==> config.mk <==
export PLATFORM = sky130hd
export DESIGN_NAME = fifo_page_replacement_core
export DESIGN_NICKNAME = d
export VERILOG_FILES = /design/src/rtl/core/fpr_pkg.sv /design/src/rtl/core/fpr_cell.sv /design/src/rtl/core/fpr_match_tree.sv /design/src/rtl/core/fifo_page_replacement_core.sv
export SDC_FILE = /design/constraint.sdc
export NUM_CORES = 2
export LEC_CHECK = 0
export ABC_AREA = 1
export BUFFER_PORTS_ARGS = -buffer_cell sky130_fd_sc_hd__buf_2
export CAP_MARGIN = 20
export CORE_UTILIZATION = 35
export DETAILED_ROUTE_END_ITERATION = 10
export PLACE_DENSITY_LB_ADDON = 0.1
export SLEW_MARGIN = 20
export SYNTH_ARGS = -nofsm -noshare
export SYNTH_HDL_FRONTEND = slang
export SYNTH_SLANG_ARGS = --single-unit
==> constraint.sdc <==
create_clock -name i_clk -period 6.1 [get_ports i_clk]
set_clock_uncertainty 0.1 [all_clocks]
set_input_delay 1.22 -clock i_clk [delete_from_list [all_inputs] [get_ports i_clk]]
set_output_delay 1.22 -clock i_clk [all_outputs]
set_load 0.005 [all_outputs]
==> src/rtl/core/fpr_pkg.sv <==
// shared constants, types and control struct for the fifo page replacement core
`default_nettype none

package fpr_pkg;

    localparam int MAX_FRAMES = 128;
    localparam int PAGE_BITS  = 8;
    localparam int FAULT_BITS = 16;
    localparam int CFG_BITS   = 8;
    localparam int CFG_RESET  = 128;

    // occupancy runs from zero up to and including the frame total
    localparam int OCC_BITS   = $clog2(MAX_FRAMES + 1);
    localparam int CMP_BITS   = (OCC_BITS > CFG_BITS) ? OCC_BITS : CFG_BITS;

    localparam int GROUP_SIZE = 8;
    localparam int GROUPS     = (MAX_FRAMES + GROUP_SIZE - 1) / GROUP_SIZE;

    localparam logic CMD_REF   = 1'b0;
    localparam logic CMD_CLEAR = 1'b1;

    typedef enum logic [1:0] {
        ST_IDLE,
        ST_CMP,
        ST_GRP,
        ST_DEC
    } t_state;

    typedef struct packed {
        logic                 shift;
        logic                 write;
        logic [OCC_BITS-1:0]  wr_slot;
        logic [OCC_BITS-1:0]  occupancy;
        logic [PAGE_BITS-1:0] page;
    } t_cell_ctrl;

endpackage

`default_nettype wire

==> src/rtl/core/fpr_cell.sv <==
// one frame of the resident page chain: holds a page, compares it, shifts toward the head
`default_nettype none

module fpr_cell (
    input  wire                            i_clk,
    input  wire  fpr_pkg::t_cell_ctrl      i_ctrl,
    input  wire  [fpr_pkg::OCC_BITS-1:0]   i_index,
    input  wire  [fpr_pkg::PAGE_BITS-1:0]  i_next_page,
    output logic [fpr_pkg::PAGE_BITS-1:0]  o_page,
    output logic                           o_match
);
    import fpr_pkg::*;

    logic [PAGE_BITS-1:0] r_page;
    logic [PAGE_BITS-1:0] n_page;
    logic                 r_match;
    logic                 w_live;

    // cells below the occupancy hold resident pages, oldest at index zero
    assign w_live = (i_index < i_ctrl.occupancy);

    always_comb begin
        n_page = r_page;
        if (i_ctrl.write && (i_ctrl.wr_slot == i_index)) begin
            n_page = i_ctrl.page;
        end else if (i_ctrl.shift) begin
            n_page = i_next_page;
        end
    end

    always_ff @(posedge i_clk) begin
        r_page  <= n_page;
        r_match <= w_live && (r_page == i_ctrl.page);
    end

    assign o_page  = r_page;
    assign o_match = r_match;

endmodule

`default_nettype wire

==> src/rtl/core/fpr_match_tree.sv <==
// registered first level of the hit reduction: or of each group of cell matches
`default_nettype none

module fpr_match_tree (
    input  wire                          i_clk,
    input  wire  [fpr_pkg::MAX_FRAMES-1:0] i_match,
    output logic [fpr_pkg::GROUPS-1:0]   o_groups
);
    import fpr_pkg::*;

    logic [GROUPS-1:0] r_groups;
    logic [GROUPS-1:0] n_groups;

    always_comb begin
        n_groups = '0;
        for (int g = 0; g < GROUPS; g++) begin
            for (int j = 0; j < GROUP_SIZE; j++) begin
                if (g * GROUP_SIZE + j < MAX_FRAMES) begin
                    n_groups[g] = n_groups[g] | i_match[g * GROUP_SIZE + j];
                end
            end
        end
    end

    always_ff @(posedge i_clk) begin
        r_groups <= n_groups;
    end

    assign o_groups = r_groups;

endmodule

`default_nettype wire

==> src/rtl/core/fifo_page_replacement_core.sv <==
// top level of the fifo page replacement core: sequencer, cell chain and result register
`default_nettype none

// Each transaction runs through the sequencer states in order: the
// reference is captured, every cell of the frame chain compares it against
// its page and registers a match, the matches are or-ed in registered groups
// of eight, and the final step folds the groups into the hit, updates the
// chain and loads the result register. That final step waits while an
// earlier result is still stalled. The chain keeps the oldest page in cell
// zero and shifts one cell toward it on every eviction, so the evicted page
// always comes from cell zero. frame_count is written through the config
// channel, which is always ready; write it only between references.
module fifo_page_replacement_core (
    input  wire                              i_clk,
    input  wire                              i_rst_n,

    input  wire                              i_cfg_valid,
    output logic                             o_cfg_ready,
    input  wire  [fpr_pkg::CFG_BITS-1:0]     i_cfg_data,

    input  wire                              i_in_valid,
    output logic                             o_in_stall,
    input  wire                              i_in_cmd,
    input  wire  [fpr_pkg::PAGE_BITS-1:0]    i_in_page,

    output logic                             o_out_valid,
    input  wire                              i_out_stall,
    output logic                             o_out_hit,
    output logic                             o_out_replaced,
    output logic [fpr_pkg::PAGE_BITS-1:0]    o_out_evicted_page,
    output logic [fpr_pkg::FAULT_BITS-1:0]   o_out_fault_count
);
    import fpr_pkg::*;

    t_state               r_state;
    t_state               n_state;

    logic [CFG_BITS-1:0]  r_frame_count;
    logic [OCC_BITS-1:0]  r_occ;
    logic [OCC_BITS-1:0]  n_occ;
    logic [FAULT_BITS-1:0] r_fault;
    logic [FAULT_BITS-1:0] n_fault;

    logic                 r_cmd;
    logic [PAGE_BITS-1:0] r_page;

    logic                 r_out_valid;
    logic                 r_out_hit;
    logic                 r_out_replaced;
    logic [PAGE_BITS-1:0] r_out_evicted;
    logic [FAULT_BITS-1:0] r_out_fault;

    logic                 w_out_free;
    logic                 w_commit;
    logic                 w_hit;
    logic                 w_full;
    logic                 w_miss;
    logic [CMP_BITS-1:0]  w_cfg_ext;
    logic [CMP_BITS-1:0]  w_frames;
    t_cell_ctrl           w_ctrl;

    logic [PAGE_BITS-1:0] w_pages [MAX_FRAMES];
    logic [MAX_FRAMES-1:0] w_match;
    logic [GROUPS-1:0]    w_groups;

    assign w_out_free = !r_out_valid || !i_out_stall;
    assign o_cfg_ready = 1'b1;

    // sequencer: next state
    always_comb begin
        n_state = r_state;
        case (r_state)
            ST_IDLE: if (i_in_valid) n_state = ST_CMP;
            ST_CMP:  n_state = ST_GRP;
            ST_GRP:  n_state = ST_DEC;
            ST_DEC:  if (w_out_free) n_state = ST_IDLE;
            default: n_state = ST_IDLE;
        endcase
    end

    // sequencer: outputs
    always_comb begin
        o_in_stall = 1'b1;
        w_commit   = 1'b0;
        case (r_state)
            ST_IDLE: o_in_stall = 1'b0;
            ST_DEC:  w_commit = w_out_free;
            default: begin
                o_in_stall = 1'b1;
                w_commit   = 1'b0;
            end
        endcase
    end

    // frames in use, with zero taken as one and large values clipped
    assign w_cfg_ext = CMP_BITS'(r_frame_count);
    always_comb begin
        if (w_cfg_ext == '0) begin
            w_frames = CMP_BITS'(1);
        end else if (w_cfg_ext > CMP_BITS'(MAX_FRAMES)) begin
            w_frames = CMP_BITS'(MAX_FRAMES);
        end else begin
            w_frames = w_cfg_ext;
        end
    end

    assign w_hit  = |w_groups;
    assign w_full = (CMP_BITS'(r_occ) >= w_frames);
    assign w_miss = (r_cmd == CMD_REF) && !w_hit;

    always_comb begin
        w_ctrl.page      = r_page;
        w_ctrl.occupancy = r_occ;
        w_ctrl.write     = w_commit && w_miss;
        w_ctrl.shift     = w_commit && w_miss && w_full;
        w_ctrl.wr_slot   = w_full ? (r_occ - OCC_BITS'(1)) : r_occ;
    end

    always_comb begin
        n_occ   = r_occ;
        n_fault = r_fault;
        if (r_cmd == CMD_CLEAR) begin
            n_occ   = '0;
            n_fault = '0;
        end else if (w_miss) begin
            if (w_full) begin
                if (r_fault != {FAULT_BITS{1'b1}}) n_fault = r_fault + FAULT_BITS'(1);
            end else begin
                n_occ = r_occ + OCC_BITS'(1);
            end
        end
    end

    genvar k;
    generate
        for (k = 0; k < MAX_FRAMES; k++) begin : g_cell
            logic [PAGE_BITS-1:0] w_next;
            if (k == MAX_FRAMES - 1) begin : g_tail
                assign w_next = '0;
            end else begin : g_link
                assign w_next = w_pages[k + 1];
            end
            fpr_cell u_cell (
                .i_clk       (i_clk),
                .i_ctrl      (w_ctrl),
                .i_index     (OCC_BITS'(k)),
                .i_next_page (w_next),
                .o_page      (w_pages[k]),
                .o_match     (w_match[k])
            );
        end
    endgenerate

    fpr_match_tree u_tree (
        .i_clk    (i_clk),
        .i_match  (w_match),
        .o_groups (w_groups)
    );

    always_ff @(posedge i_clk) begin
        if (!i_rst_n) begin
            r_state       <= ST_IDLE;
            r_frame_count <= CFG_BITS'(CFG_RESET);
            r_occ         <= '0;
            r_fault       <= '0;
            r_out_valid   <= 1'b0;
        end else begin
            r_state <= n_state;
            if (i_cfg_valid && o_cfg_ready) r_frame_count <= i_cfg_data;
            if (w_commit) begin
                r_occ   <= n_occ;
                r_fault <= n_fault;
            end
            if (w_commit) begin
                r_out_valid <= 1'b1;
            end else if (!i_out_stall) begin
                r_out_valid <= 1'b0;
            end
        end
    end

    // payload registers
    always_ff @(posedge i_clk) begin
        if ((r_state == ST_IDLE) && i_in_valid) begin
            r_cmd  <= i_in_cmd;
            r_page <= i_in_page;
        end
        if (w_commit) begin
            r_out_hit      <= (r_cmd == CMD_REF) && w_hit;
            r_out_replaced <= w_ctrl.shift;
            r_out_evicted  <= w_ctrl.shift ? w_pages[0] : '0;
            r_out_fault    <= n_fault;
        end
    end

    assign o_out_valid        = r_out_valid;
    assign o_out_hit          = r_out_hit;
    assign o_out_replaced     = r_out_replaced;
    assign o_out_evicted_page = r_out_evicted;
    assign o_out_fault_count  = r_out_fault;

`ifndef NO_ASSERTIONS
    a_occ_bound: assert property (@(posedge i_clk) disable iff (!i_rst_n)
        CMP_BITS'(r_occ) <= CMP_BITS'(MAX_FRAMES))
        else $error("occupancy above frame total");

    a_hit_xor_replace: assert property (@(posedge i_clk) disable iff (!i_rst_n)
        o_out_valid |-> !(o_out_hit && o_out_replaced))
        else $error("result is both hit and replacement");

    a_fault_monotonic: assert property (@(posedge i_clk) disable iff (!i_rst_n)
        (w_commit && (r_cmd == CMD_REF)) |=> (r_fault >= $past(r_fault)))
        else $error("fault counter went down without a clear");

    a_commit_shows: assert property (@(posedge i_clk) disable iff (!i_rst_n)
        w_commit |=> o_out_valid)
        else $error("committed result not presented");
`endif

endmodule

`default_nettype wire
==> results.json <==
{
  "run_status": "finished clean",
  "fin_total_pwr_uw": 23100,
  "synthesis.area_um2": 69900,
  "worst_skew_pair.late_latency_ns": 0.82,
  "holdBufCountCts": 0,
  "grt_start_max_net_pins": 147,
  "die_area_um2": 202000,
  "crit_required_ns": 6.48,
  "setup_tns_ns": 0,
  "nFillCells": 19600,
  "routed_wirelength_mm": 243,
  "synth-warning-count": 0,
  "worst_reg_to_reg_cells": 21,
  "seq_total_area_yosys_pct": 50.6,
  "ys_flop_type": "sky130_fd_sc_hd__edfxtp_1",
  "setup_viol": 0,
  "port_buffers": 49,
  "final_antenna_net_count": 0,
  "timing.hold.ws_ns": 0.319,
  "die_width_um": 449,
  "place.detailed.hpwl_mm": 155,
  "timing.critical_path.from_type": "flop",
  "grt_setup_unrepaired": "false",
  "layout_worst_path_cycle_share_pct": 79.8,
  "mappedNetlistNets": 7660,
  "critical_path_arrival_ns": 5.25,
  "layout.core_utilization_pct": 39.0,
  "p_leak_uw": 0.0300,
  "ioPinCount": 51,
  "globalplace.congestion": 0.872,
  "post-cts-setup-buffer-count": 0,
  "synthesis.instances": 7622,
  "worst-path-max-fanout": 31,
  "power-per-cell-area_nw_per_um2": 300,
  "post-route-drc-count": 0,
  "area.growth.synth_to_final_pct": 10.3,
  "first_global_vias": 54100,
  "clock_sinks": 1238,
  "cts_root_buffer": "sky130_fd_sc_hd__clkbuf_16",
  "initial_antenna_violation_count": 12,
  "clk_transition_reported_paths_ns": 0.06,
  "period_needed_ns": 4.87,
  "yosys.area.top_type": "sky130_fd_sc_hd__edfxtp_1",
  "peakVddDrop_uv": 184,
  "share_of_the_synthesized_area_in_the_top_cell_type_pct": 45.5,
  "hold_path_class": "reg2reg",
  "max_buffers_root_to_sink": 3,
  "min_to": "u_tree.o_groups[6]",
  "std_cell_rows": 163,
  "core_area_um2": 198000,
  "slew_at_the_pin_closest_to_its_max_slew_limit_ns": 1.15,
  "drt_iter0_drc": 4962,
  "synth_cell_type_count": 51,
  "detail_routed_via_count_per_cell": 5.54,
  "post_synth_main_area_contributors": "sky130_fd_sc_hd__edfxtp_1 (45%), sky130_fd_sc_hd__nand2_1 (14%), sky130_fd_sc_hd__nand4_1 (8.3%)",
  "max_cap_violations": 0,
  "global_route.overflow_total": 0,
  "final_hold_violation_count": 0,
  "effective_utilization_at_floorplan_pct": 35.4,
  "number_of_h_tree_levels": 4,
  "drive_gt1_share_pct": 10.1,
  "cts_buffers": 150,
  "rrSetupSlack_ns": 1.23,
  "routedWlPerCell_um": 23.9,
  "worst_r2r_endpoint": "g_cell[116].u_cell.o_page[0]",
  "hp-start": "g_cell[50].u_cell.o_match",
  "grt_first_pass_wirelength_mm": 360,
  "finish.net_count": 7413,
  "relSlewSlack_pct": 23.1,
  "critical_path_class": "reg2reg",
  "endpoint_kind": "flop",
  "cts_repair_resize_count": 0,
  "async_set_or_reset_flop_fraction_in_the_synthesized_netlist_pct": 0,
  "globalRouteTotalUtil_pct": 23.5,
  "synth.avg_cell_area_um2": 9.18,
  "die_height_um": 449,
  "worstHoldPathCells": 2,
  "achievable-frequency_ghz": 0.205,
  "tritoncts": "built",
  "timing_max_transition_violations_final": 0,
  "post_synth_edffs": 1059,
  "synth.ff_latch_count": 1238,
  "num_vias": 56200,
  "drt_pass1_iterations": 6,
  "worst_r2r_startpoint": "r_frame_count[1]"
}
==> cells in the final DEF (no fill, tap or decap), drive strengths merged, types with 16 or more instances in the layout <==
cell        n
xnor2     319
o211ai     25
a21oi      59
nor4      155
a211oi     18
buf       240
nand2    2583
o2111ai    33
dfxtp     179
o22ai      62
o21ai     111
nand4     928
a22o       16
nor3       30
xor2      382
a221oi     48
clkbuf    209
nor2      261
or2        98
ha         16
inv       164
edfxtp   1059
clkinv     57
nand3     382
==> worst max path at each step <==
stage                     startpoint                           end  slack, ns  cells after the start
CTS                 r_frame_count[1]  g_cell[116].u_cell.o_page[7]       1.29                     21
global placement    r_frame_count[1]  g_cell[116].u_cell.o_page[0]       1.09                     21
global route        r_frame_count[0]  g_cell[123].u_cell.o_page[3]       0.92                     21
finish              r_frame_count[1]  g_cell[116].u_cell.o_page[0]       1.23                     21
detailed placement  r_frame_count[0]  g_cell[116].u_cell.o_page[0]       1.29                     21
floorplan           r_frame_count[2]   g_cell[88].u_cell.o_page[0]       2.78                     20
==> area by class of cell <==
type                            instances  area [um2]  share of cell area [%]
Multi-Input combinational cell       5578       30800                    40.0
Inverter                              167         642                   0.832
Antenna cell                            3        7.51                 0.00974
Sequential cell                      1238       35400                    45.9
Tap cell                             2640        3300                    4.28
Timing Repair Buffer                  240        2120                    2.75
Clock inverter                         68         656                   0.850
Clock buffer                          209        4170                    5.41
==> cell usage after synthesis, types with 59 or more instances <==
cell type	count
sky130_fd_sc_hd__xnor2_1	319
sky130_fd_sc_hd__buf_1	62
sky130_fd_sc_hd__nand3_1	275
sky130_fd_sc_hd__inv_1	149
sky130_fd_sc_hd__nor2_1	230
sky130_fd_sc_hd__nand3_4	69
sky130_fd_sc_hd__buf_2	205
sky130_fd_sc_hd__clkbuf_1	293
sky130_fd_sc_hd__a21oi_1	59
sky130_fd_sc_hd__nor4_1	155
sky130_fd_sc_hd__xor2_1	382
sky130_fd_sc_hd__o21ai_0	109
sky130_fd_sc_hd__dfxtp_1	179
sky130_fd_sc_hd__o22ai_1	62
sky130_fd_sc_hd__nand4_1	928
sky130_fd_sc_hd__edfxtp_1	1059
sky130_fd_sc_hd__nand2_1	2537
sky130_fd_sc_hd__or2_2	98
==> critical path: stages (launching register included) <==
cell	delay, ns
sky130_fd_sc_hd__dfxtp_1	0.33
sky130_fd_sc_hd__nor2_1	0.11
sky130_fd_sc_hd__nand2_1	0.06
sky130_fd_sc_hd__nor4_1	0.24
sky130_fd_sc_hd__nor2_1	0.09
sky130_fd_sc_hd__inv_1	0.15
sky130_fd_sc_hd__nand2_1	0.08
sky130_fd_sc_hd__ha_1	0.29
sky130_fd_sc_hd__nand2_1	0.07
sky130_fd_sc_hd__nor2_1	0.11
sky130_fd_sc_hd__nor2_1	0.05
sky130_fd_sc_hd__nand2_1	0.07
sky130_fd_sc_hd__nand2_2	0.20
sky130_fd_sc_hd__nand2_2	0.17
sky130_fd_sc_hd__buf_4	0.33
sky130_fd_sc_hd__nand2_1	0.09
sky130_fd_sc_hd__nand2_1	0.14
sky130_fd_sc_hd__nand2_2	0.17
sky130_fd_sc_hd__nor2_4	0.60
sky130_fd_sc_hd__buf_4	0.50
sky130_fd_sc_hd__nand3_2	0.25
sky130_fd_sc_hd__nand2_1	0.31
==> routing by layer <==
layer	global-route usage (%)	share of wire, %	up-vias
met5	0	0	-
li1	-	-	26300
met1	32.5	45	27600
met2	37.6	46	1864
met3	2.99	6.0	376
met4	8.23	3.3	0
==> where the power goes <==
part           internal, uW  leakage, uW  switching, uW
clock network          5240      0.00236           3710
logic                  1150       0.0167           3570
registers              9310       0.0110            140
total                 15700       0.0300           7410
==> logic make-up after synthesis <==
| family | share of synthesized area [%] |
|---|---|
| and+or+nand+nor | 31.0 |
| AOI/OAI and AO/OA | 3.93 |
| other | 0.00536 |
| DFF | 50.6 |
| xor gates and xnor gates | 8.78 |
| buffers and inverters | 5.36 |
| adders and majority gates | 0.286 |
==> per-stage QoR <==
step	area (um2)	cells	worst slack (ns)
floorplan	69900	7622	2.78
global placement	72300	9863	1.09
detailed placement	72300	9863	1.29
CTS	77100	10100	1.29
global route	77100	10100	0.918
finish	77100	10100	1.23
==> flip-flops by register name, indices dropped and copies added, names as in the netlist <==
name,flops
r_frame_count,8
g_cell.u_cell.o_match,128
r_page,8
r_cmd,1
o_out_hit,1
g_cell.u_cell.o_page,1024
o_out_fault_count,16
r_state,2
o_out_valid,1
o_out_evicted_page,8
r_occ,8
u_tree.o_groups,16
r_fault,16
o_out_replaced,1
No activity file was read; power rests on OpenSTA's default activity.
